## src/rtl/core/sfc_pkg.sv

```systemverilog
package sfc_pkg;

  // Direction codes
  localparam logic ACT_ENC = 1'b0;
  localparam logic ACT_DEC = 1'b1;

  // Small format codes
  localparam logic [1:0] FMT_HALF = 2'd0;
  localparam logic [1:0] FMT_UF11 = 2'd1;
  localparam logic [1:0] FMT_UF10 = 2'd2;
  localparam logic [1:0] FMT_NONE = 2'd3;

  // float32 exponent limits for encoding
  localparam logic [7:0] F32_EXP_SPECIAL = 8'hff;
  localparam logic [7:0] F32_EXP_OVF     = 8'd142;  // 127 + 15
  localparam logic [7:0] F32_EXP_MIN     = 8'd113;  // 127 - 14
  localparam logic [7:0] EXP_REBIAS      = 8'd112;  // 127 - 15

  // Small exponent all ones
  localparam logic [4:0] SMALL_EXP_MAX = 5'h1f;

  // float32 exponent of a small denormal is lead-one position plus this base
  localparam logic [7:0] DEN_BASE_HALF = 8'd103;  // 127 - 24
  localparam logic [7:0] DEN_BASE_UF11 = 8'd107;  // 127 - 20
  localparam logic [7:0] DEN_BASE_UF10 = 8'd108;  // 127 - 19

  // Stage 1: unpacked fields of both views of the word
  typedef struct packed {
    logic        act;
    logic [1:0]  fmt;
    logic        fsgn;   // float32 sign
    logic [7:0]  fexp;   // float32 exponent
    logic [22:0] fman;   // float32 mantissa
    logic        dsgn;   // small sign (half only)
    logic [4:0]  sexp;   // small exponent
    logic [9:0]  sman;   // small mantissa, zero-extended
  } sfc_unp_t;

  // Stage 2: encode done, lead-one found for decode
  typedef struct packed {
    logic        act;
    logic [1:0]  fmt;
    logic        dsgn;
    logic [4:0]  sexp;
    logic [9:0]  sman;
    logic [3:0]  lead;
    logic [15:0] enc;
  } sfc_mid_t;

endpackage

```

## src/rtl/core/sfc_unpack.sv

```systemverilog
module sfc_unpack import sfc_pkg::*; (
  input  logic        clk,
  input  logic        rst,
  input  logic        in_vld,
  input  logic        act,
  input  logic [1:0]  fmt,
  input  logic [31:0] word,
  output logic        out_vld,
  output sfc_unp_t    out_f
);

  sfc_unp_t f_next;

  // Split the word both as float32 and as the chosen small format
  always_comb begin
    f_next.act  = act;
    f_next.fmt  = fmt;
    f_next.fsgn = word[31];
    f_next.fexp = word[30:23];
    f_next.fman = word[22:0];
    case (fmt)
      FMT_HALF: begin
        f_next.dsgn = word[15];
        f_next.sexp = word[14:10];
        f_next.sman = word[9:0];
      end
      FMT_UF11: begin
        f_next.dsgn = 1'b0;
        f_next.sexp = word[10:6];
        f_next.sman = {4'b0, word[5:0]};
      end
      FMT_UF10: begin
        f_next.dsgn = 1'b0;
        f_next.sexp = word[9:5];
        f_next.sman = {5'b0, word[4:0]};
      end
      default: begin
        f_next.dsgn = 1'b0;
        f_next.sexp = '0;
        f_next.sman = '0;
      end
    endcase
  end

  always_ff @(posedge clk) begin
    if (rst) begin
      out_vld <= 1'b0;
    end else begin
      out_vld <= in_vld;
    end
  end

  always_ff @(posedge clk) begin
    out_f <= f_next;
  end

endmodule

```

## src/rtl/core/sfc_encode.sv

```systemverilog
module sfc_encode import sfc_pkg::*; (
  input  logic     clk,
  input  logic     rst,
  input  logic     in_vld,
  input  sfc_unp_t in_f,
  output logic     out_vld,
  output sfc_mid_t out_m
);

  logic [15:0] enc;
  logic [4:0]  rexp;
  logic [1:0]  cls;   // 0 zero, 1 normal, 2 overflow, 3 special
  logic [3:0]  lead;
  sfc_mid_t    m_next;

  localparam logic [1:0] CLS_ZERO = 2'd0;
  localparam logic [1:0] CLS_NORM = 2'd1;
  localparam logic [1:0] CLS_OVF  = 2'd2;
  localparam logic [1:0] CLS_SPEC = 2'd3;

  // Classify the float32 exponent
  always_comb begin
    rexp = 5'(in_f.fexp - EXP_REBIAS);
    if (in_f.fexp == F32_EXP_SPECIAL) begin
      cls = CLS_SPEC;
    end else if (in_f.fexp > F32_EXP_OVF) begin
      cls = CLS_OVF;
    end else if (in_f.fexp >= F32_EXP_MIN) begin
      cls = CLS_NORM;
    end else begin
      cls = CLS_ZERO;
    end
  end

  // Pack into the small format, truncating the mantissa
  always_comb begin
    enc = '0;
    case (in_f.fmt)
      FMT_HALF: begin
        case (cls)
          CLS_SPEC: enc = {1'b0, SMALL_EXP_MAX, in_f.fman[9:0]};
          CLS_OVF:  enc = {1'b0, SMALL_EXP_MAX, 10'b0};
          CLS_NORM: enc = {1'b0, rexp, in_f.fman[22:13]};
          default:  enc = '0;
        endcase
        enc[15] = in_f.fsgn;
      end
      FMT_UF11: begin
        case (cls)
          CLS_SPEC: enc = {5'b0, SMALL_EXP_MAX, in_f.fman[5:0]};
          CLS_OVF:  enc = {5'b0, SMALL_EXP_MAX, 6'b0};
          CLS_NORM: enc = {5'b0, rexp, in_f.fman[22:17]};
          default:  enc = '0;
        endcase
        if (in_f.fsgn) begin
          enc = '0;
        end
      end
      FMT_UF10: begin
        case (cls)
          CLS_SPEC: enc = {6'b0, SMALL_EXP_MAX, in_f.fman[4:0]};
          CLS_OVF:  enc = {6'b0, SMALL_EXP_MAX, 5'b0};
          CLS_NORM: enc = {6'b0, rexp, in_f.fman[22:18]};
          default:  enc = '0;
        endcase
        if (in_f.fsgn) begin
          enc = '0;
        end
      end
      default: enc = '0;
    endcase
  end

  // Leading-one position of the small mantissa, for denormal decode
  always_comb begin
    lead = '0;
    for (int i = 0; i < 10; i++) begin
      if (in_f.sman[i]) begin
        lead = 4'(i);
      end
    end
  end

  always_comb begin
    m_next.act  = in_f.act;
    m_next.fmt  = in_f.fmt;
    m_next.dsgn = in_f.dsgn;
    m_next.sexp = in_f.sexp;
    m_next.sman = in_f.sman;
    m_next.lead = lead;
    m_next.enc  = enc;
  end

  always_ff @(posedge clk) begin
    if (rst) begin
      out_vld <= 1'b0;
    end else begin
      out_vld <= in_vld;
    end
  end

  always_ff @(posedge clk) begin
    out_m <= m_next;
  end

endmodule

```

## src/rtl/core/sfc_pack.sv

```systemverilog
module sfc_pack import sfc_pkg::*; (
  input  logic        clk,
  input  logic        rst,
  input  logic        in_vld,
  input  sfc_mid_t    in_m,
  output logic        out_vld,
  output logic [31:0] out_word
);

  logic [7:0]  den_base;
  logic [7:0]  den_exp;
  logic [22:0] den_frac;
  logic [22:0] nrm_frac;
  logic [31:0] dec;
  logic [31:0] word_next;

  // Denormal: drop the leading one, shift the rest to the top of the mantissa
  always_comb begin
    case (in_m.fmt)
      FMT_HALF: den_base = DEN_BASE_HALF;
      FMT_UF11: den_base = DEN_BASE_UF11;
      default:  den_base = DEN_BASE_UF10;
    endcase
    den_exp  = den_base + {4'b0, in_m.lead};
    den_frac = ({13'b0, in_m.sman} ^ (23'd1 << in_m.lead)) << (5'd23 - {1'b0, in_m.lead});
  end

  // Normal mantissa alignment
  always_comb begin
    case (in_m.fmt)
      FMT_HALF: nrm_frac = {in_m.sman, 13'b0};
      FMT_UF11: nrm_frac = {in_m.sman[5:0], 17'b0};
      default:  nrm_frac = {in_m.sman[4:0], 18'b0};
    endcase
  end

  // Decode to float32
  always_comb begin
    if (in_m.sexp == '0) begin
      if (in_m.sman == '0) begin
        dec = {in_m.dsgn, 31'b0};
      end else begin
        dec = {in_m.dsgn, den_exp, den_frac};
      end
    end else if (in_m.sexp == SMALL_EXP_MAX) begin
      dec = {in_m.dsgn, F32_EXP_SPECIAL, 13'b0, in_m.sman};
    end else begin
      dec = {in_m.dsgn, 8'(in_m.sexp) + EXP_REBIAS, nrm_frac};
    end
  end

  // Final select; the unused format code gives zero
  always_comb begin
    if (in_m.fmt == FMT_NONE) begin
      word_next = '0;
    end else if (in_m.act == ACT_ENC) begin
      word_next = {16'b0, in_m.enc};
    end else begin
      word_next = dec;
    end
  end

  always_ff @(posedge clk) begin
    if (rst) begin
      out_vld <= 1'b0;
    end else begin
      out_vld <= in_vld;
    end
  end

  always_ff @(posedge clk) begin
    out_word <= word_next;
  end

endmodule

```

## src/rtl/core/small_float_format_converter_top.sv

```systemverilog
// Channel  | Handshake         | Data ports
// ---------+-------------------+----------------------
// command  | start, busy       | action, format, value
// result   | done (strobe)     | result
//
// One beat enters per cycle; busy stays low.
// Pipeline stages: unpack, encode and lead-one detect, decode and select.
// rst clears the valid bits of all three stages; data registers are not reset.
// The receiver cannot stall: done is high for one cycle per command beat.
module small_float_format_converter_top import sfc_pkg::*; (
  input  logic        clk,
  input  logic        rst,
  input  logic        start,
  output logic        busy,
  input  logic        action,
  input  logic [1:0]  format,
  input  logic [31:0] value,
  output logic        done,
  output logic [31:0] result
);

  logic     acc;
  logic     v1;
  logic     v2;
  sfc_unp_t s1;
  sfc_mid_t s2;

  // The pipeline never holds off a beat
  assign busy = 1'b0;
  assign acc  = start & ~busy;

  sfc_unpack u_unpack (
    .clk     (clk),
    .rst     (rst),
    .in_vld  (acc),
    .act     (action),
    .fmt     (format),
    .word    (value),
    .out_vld (v1),
    .out_f   (s1)
  );

  sfc_encode u_encode (
    .clk     (clk),
    .rst     (rst),
    .in_vld  (v1),
    .in_f    (s1),
    .out_vld (v2),
    .out_m   (s2)
  );

  sfc_pack u_pack (
    .clk      (clk),
    .rst      (rst),
    .in_vld   (v2),
    .in_m     (s2),
    .out_vld  (done),
    .out_word (result)
  );

endmodule
```

## config.mk

```make
export PLATFORM = sky130hd
export DESIGN_NAME = small_float_format_converter_top
export DESIGN_NICKNAME = d
export VERILOG_FILES = /design/src/rtl/core/sfc_pkg.sv /design/src/rtl/core/sfc_unpack.sv /design/src/rtl/core/sfc_encode.sv /design/src/rtl/core/sfc_pack.sv /design/src/rtl/core/small_float_format_converter_top.sv
export SDC_FILE = /design/constraint.sdc
export NUM_CORES = 1
export LEC_CHECK = 0
export BUFFER_PORTS_ARGS = -buffer_cell sky130_fd_sc_hd__buf_2
export CAP_MARGIN = 10
export CELL_PAD_IN_SITES_DETAIL_PLACEMENT = 1
export CELL_PAD_IN_SITES_GLOBAL_PLACEMENT = 2
export CORE_ASPECT_RATIO = 1.2
export CORE_MARGIN = 4
export CORE_UTILIZATION = 30
export DETAILED_ROUTE_END_ITERATION = 10
export HOLD_SLACK_MARGIN = 0.02
export MAX_ROUTING_LAYER = met4
export PLACE_DENSITY_LB_ADDON = 0.1
export REMOVE_ABC_BUFFERS = 1
export SYNTH_ARGS = -nofsm -noshare
export SYNTH_HDL_FRONTEND = slang
export SYNTH_SLANG_ARGS = --single-unit
```

## constraint.sdc

```tcl
create_clock -name clk -period 2.65 [get_ports clk]
set_input_delay 0.53 -clock clk [delete_from_list [all_inputs] [get_ports clk]]
set_output_delay 0.53 -clock clk [all_outputs]
set_load 0.02 [all_outputs]
```

Word level (Yosys, flattened, before mapping)
Cells that the tools add are included.
- bits in registers: 125
- input port bits: 38
- output and inout port bits: 34
- logic and storage cells: 73
- add/sub/neg operators: 4
- order comparisons: 2
- equal/unequal tests: 11
- shift operators: 2
- multiplexer cells: 24
- bitwise operators: 2
- reductions and logical operators: 7
- operators with widths (kind ; count):
    $pmux 16 s3 ; 2
    $mux 31 ; 3
    $pmux 23 s2 ; 1
    $pmux 15 s3 ; 1
    $pmux 11 s3 ; 1
    $pmux 10 s3 ; 1
    $shl 1x4->23 const A ; 1
    $shl 23x5->23 ; 1
    $xor 10x23->23 ; 1
    $mux 16 ; 1
    $mux 3 ; 4
    $mux 11 ; 1
    $eq 2x2->1 const B ; 5
    $logic_not 10->1 ; 1
    $mux 10 ; 1
    $add 5x7->8 const B ; 1
    $add 7x4->8 ; 1
    $eq 2x1->1 const B ; 4
    $eq 8x8->1 const B ; 1
    $ge 8x7->1 const B ; 1
    $gt 8x8->1 const B ; 1
    $mux 2 ; 4
    $pmux 4 s2 ; 1
    $logic_not 2->1 ; 3
    7 further kinds ; 10

Depth between registers and ports, before layout
- depth after elaboration: 8
- mapped depth: 10
- mapped depth without buffers: 8

By module
Synthesis repeated with hierarchy kept, for this count alone.
- cells, all modules: 483
- area, all modules: 4772.1 sq um
- by module, submodules not included (module ; instances ; cells an instance ; area each (sq um) ; seq. area each (sq um)):
    sfc_pack ; 1 ; 251 ; 2047.0 ; 640.6
    sfc_encode ; 1 ; 151 ; 1461.4 ; 800.8
    sfc_unpack ; 1 ; 79 ; 1252.5 ; 1041.0
    small_float_format_converter_top ; 1 ; 2 ; 11.3 ; 0.0

Worst setup path before layout
Ideal clock, no wire load.
- path type: register to register
- from: register u_unpack.out_f[41] (netlist name)
- to: register u_encode.out_m[5] (netlist name)
- arrival: 1.845 ns
- path slack: 0.683 ns
- cell stages (with the launch flop): 7
- path buffers: 1
- clock period less this slack: 1.967 ns
- cells stage by stage: dfxtp_1 -> or4_4 -> a31o_4 -> and2_4 -> buf_6 -> a22o_1 -> a221o_1
- word-level cells in the longest chain between the ends: 8
- ends and longest elaborated chain (what ; line ; text):
    start, declared ; sfc_unpack.sv:9 ; output sfc_unp_t out_f
    start signal, assigned ; sfc_unpack.sv:54 ; out_f <= f_next;
    $ge 8x7->1 ; sfc_encode.sv:28 ; end else if (in_f.fexp >= F32_EXP_MIN) begin
    $mux 1 ; sfc_encode.sv:28 ;
    $mux 2 ; sfc_encode.sv:26 ; end else if (in_f.fexp > F32_EXP_OVF) begin
    $mux 2 (*) ; sfc_encode.sv:24 ; if (in_f.fexp == F32_EXP_SPECIAL) begin
    $eq 2x1->1 or $eq 2x2->1 (tied branches) ; sfc_encode.sv:40, sfc_encode.sv:49, sfc_encode.sv:60 ;
    $pmux 10 s3 or $pmux 11 s3 (tied branches) ; sfc_encode.sv:60, sfc_encode.sv:49 ;
    $mux 10 or $mux 11 (tied branches) ; sfc_encode.sv:66, sfc_encode.sv:55 ;
    $pmux 16 s3 (*) ; sfc_encode.sv:38 ; case (in_f.fmt)
    via u_encode.enc[5] ; sfc_encode.sv:10 ; logic [15:0] enc;
    end signal, assigned ; sfc_encode.sv:103 ; out_m <= m_next;
    end, declared ; sfc_encode.sv:7 ; output sfc_mid_t out_m
Mark *: on every way through the listed nets, which the timed path passes. The rest lies on a longest branch.
A chain may end at the register's enable or synchronous reset.

Worst setup path in the final report
- from: register u_encode.out_m[30] (netlist name)
- to: register u_pack.out_word[10]
- word-level cells in the longest chain between the ends: 4
- ends and longest elaborated chain (what ; line ; text):
    $eq 5x5->1 ; sfc_pack.sv:45 ; end else if (in_m.sexp == SMALL_EXP_MAX) begin
    $mux 31 ; sfc_pack.sv:45 ;
    $mux 31 (*) ; sfc_pack.sv:39 ; if (in_m.sexp == '0) begin
    $mux 16 (*) ; sfc_pack.sv:56 ; end else if (in_m.act == ACT_ENC) begin
    end signal, assigned ; sfc_pack.sv:72 ; out_word <= word_next;
    end, declared ; sfc_pack.sv:7 ; output logic [31:0] out_word
Mark *: on every way between the ends. The rest lies on a longest branch, timed or not.

==> metrics.cfg <==
[status]
status=completed

[layout]
final_cell_area_um2=5710
fill_cells=1710
final_nets=574
fin_util=0.384
fin_cells=748
diodes=0
area_growth_pct=25.7
drive_gt1_frac=0.232

[pwr]
vdd_drop_max_mv=0.476
power_density_nw_per_um2=846
p_leak_nw=2.36
power_mw=4.83

[cts]
cts_buffer_depth=2
cts_resized=0
insertion_delay_ns=0.42
cts.htree.levels=4
clockRootBuffer=clkbuf_16
clock-sinks=121
cts_setup_buffers=0
clkTransAtPathRegs_ns=0.06
cts_tree=yes
cts_hold_buf=0
cts_made_buffers=17

[critical_path]
reg2reg_depth=5
cp-end-kind=flip-flop
start_kind=flip-flop
worstSetupPathType=flip-flop to flip-flop
required_ns=2.95
path_cells=nor3_1 -> nor3b_2 -> and2_1 -> nand2_1 -> o41ai_1
crit_path_top_delay_cell=nor3b_2
worstPathMaxFanout=7
worstPathArrival_ns=2.51
cpPeakStageDelay_ns=0.50

[yosys]
ys.flop_type=dfxtp_1
synth.top_cell.area_share=0.533
yosys.area.top_type=dfxtp_1
ys_seq_area_frac=0.533
async_reset_ff_frac=0
syn_area_um2=4540
synth.distinct_cells=62
synth_area_per_cell_um2=9.90
synthCells=459
synth_seq_cells=121
synth.area.top_cells=dfxtp_1 (53%), mux2i_1 (3.7%), a21oi_1 (3.4%), nand2_1 (2.8%), nand2b_1 (2.2%)
yosysWarnings=0
synth_edf_count=0

[die]
die_w_um=120
io_pins=72
core_area_um2=14900
rows=49
start_util=0.305
die_h_um=143
dieArea_um2=17200

[grt]
globalRouteOverflowTotal=0
grt_max_degree=20
antenna_found_initial=0
grt_usage=0.168
grt_pass1_wl_um=21200
grt_pass1_vias=3885

[sta]
period_minus_slack_ns=2.22
setup_violations=0
skew_ns=0.0106
slew_headroom=0.509
setup_slack_ns=0.433
holdWs_ns=0.208
final-hold-violation-count=0
drv_slew=0
period_share=0.836
fmax_mhz=451
worstMarginPinSlew_ns=0.736
rsz0062_at_grt=no
finalSetupTns_ns=0

[route]
first_iter_violations=171
post_drt_wl_per_cell_um=17.6
vias=3581
wl_um=13200
vias_per_cell=4.79
post-route-drc-count=0
ant_nets=0
drtPass1Iterations=4

[place]
post-place-ws_ns=0.449
place_congestion=0.836
place_area_um2=5110
hpwl_um=10000
place_inst=716
io_buffer_count=70

[min_path]
worst_hold_path.num_cells=1
hp-class=input port to flip-flop

[flow_run]
max-cap-violations=0

==> flip-flops by register name, summed over array words and instances, names as in the netlist <==
name,flops
u_encode.out_vld,1
u_unpack.out_f,48
u_encode.out_m,39
u_pack.out_word,31
u_unpack.out_vld,1
u_pack.out_vld,1
==> final cells by class <==
cell class                 count  area (µm²)  area share
sequential                   121        2420       0.424
multi-input combinational    299        1960       0.343
timing repair buffer          81         433      0.0758
clock buffer                  17         425      0.0744
tap                          204         255      0.0447
clock inverter                15         178      0.0311
inverter                      11        41.3     0.00723
==> kinds of logic after synthesis <==
kind of cell             count (synthesis)  synth area share
AO/OA/AOI/OAI                          111             0.163
XOR/XNOR                                 2           0.00386
adder cells (fa/ha/maj)                  5            0.0154
buffers and inverters                   39            0.0358
flip-flops                             121             0.533
multiplexers                            25            0.0672
other                                    1          0.000825
AND/OR/NAND/NOR                        155             0.181
==> cells in the mapped netlist (all sizes together), types with 4 or more instances <==
cell type	n
nor3	14
mux4	4
nor2	23
nand3	16
mux2	4
a22oi	8
inv	11
nor2b	10
and3	4
a21oi	31
a31oi	4
o211ai	6
o21ai	19
mux2i	17
dfxtp	121
ha	4
and2	16
nand2	34
buf	4
clkbuf	24
nand2b	16
o22ai	7
nand3b	8
==> per-layer routing <==
layer,part of all wire,track usage,vias to the layer above
met3,0.034,0.0428,27
met2,0.52,0.281,87
li1,-,-,1776
met4,0.027,0.0835,0
met5,0,-,-
met1,0.42,0.188,1691
==> where the power goes <==
part | internal (mW) | switching (mW) | total, mW
logic | 0.203 | 0.259 | 0.463
clock network | 1.42 | 0.923 | 2.34
registers | 1.92 | 0.104 | 2.03
total | 3.55 | 1.29 | 4.83
==> final timing paths <==
path                                                  from  slack, ns                             end
worst max-delay path            u_encode.out_m[30]$_DFF_P_       0.43  u_pack.out_word[10]$_SDFF_PP0_
worst min-delay path                             value[28]       0.21      u_unpack.out_f[44]$_DFF_P_
worst max register to register  u_encode.out_m[30]$_DFF_P_       0.43  u_pack.out_word[10]$_SDFF_PP0_
worst min register to register  u_unpack.out_f[10]$_DFF_P_       0.33      u_encode.out_m[30]$_DFF_P_
==> critical path: cells and delay by family, from the launching register on <==
kind / cells / cell delay (ns)
AND/OR/NAND/NOR: 4 / 1.35
AO/OA/AOI/OAI: 1 / 0.41
flip-flops: 1 / 0.33
==> cell usage in the layout, fill, tap and decap left out, drive strengths merged, types with 6 or more instances in the layout <==
cell	n
nor2	23
nand3b	8
a21oi	31
o21ai	19
o22ai	7
inv	21
buf	81
nand2	34
a22oi	8
clkbuf	17
mux2i	17
nand2b	16
and2	16
o211ai	6
dfxtp	121
nor3	14
nor2b	10
nand3	16
Note: power is estimated with default switching activity, not from simulation.
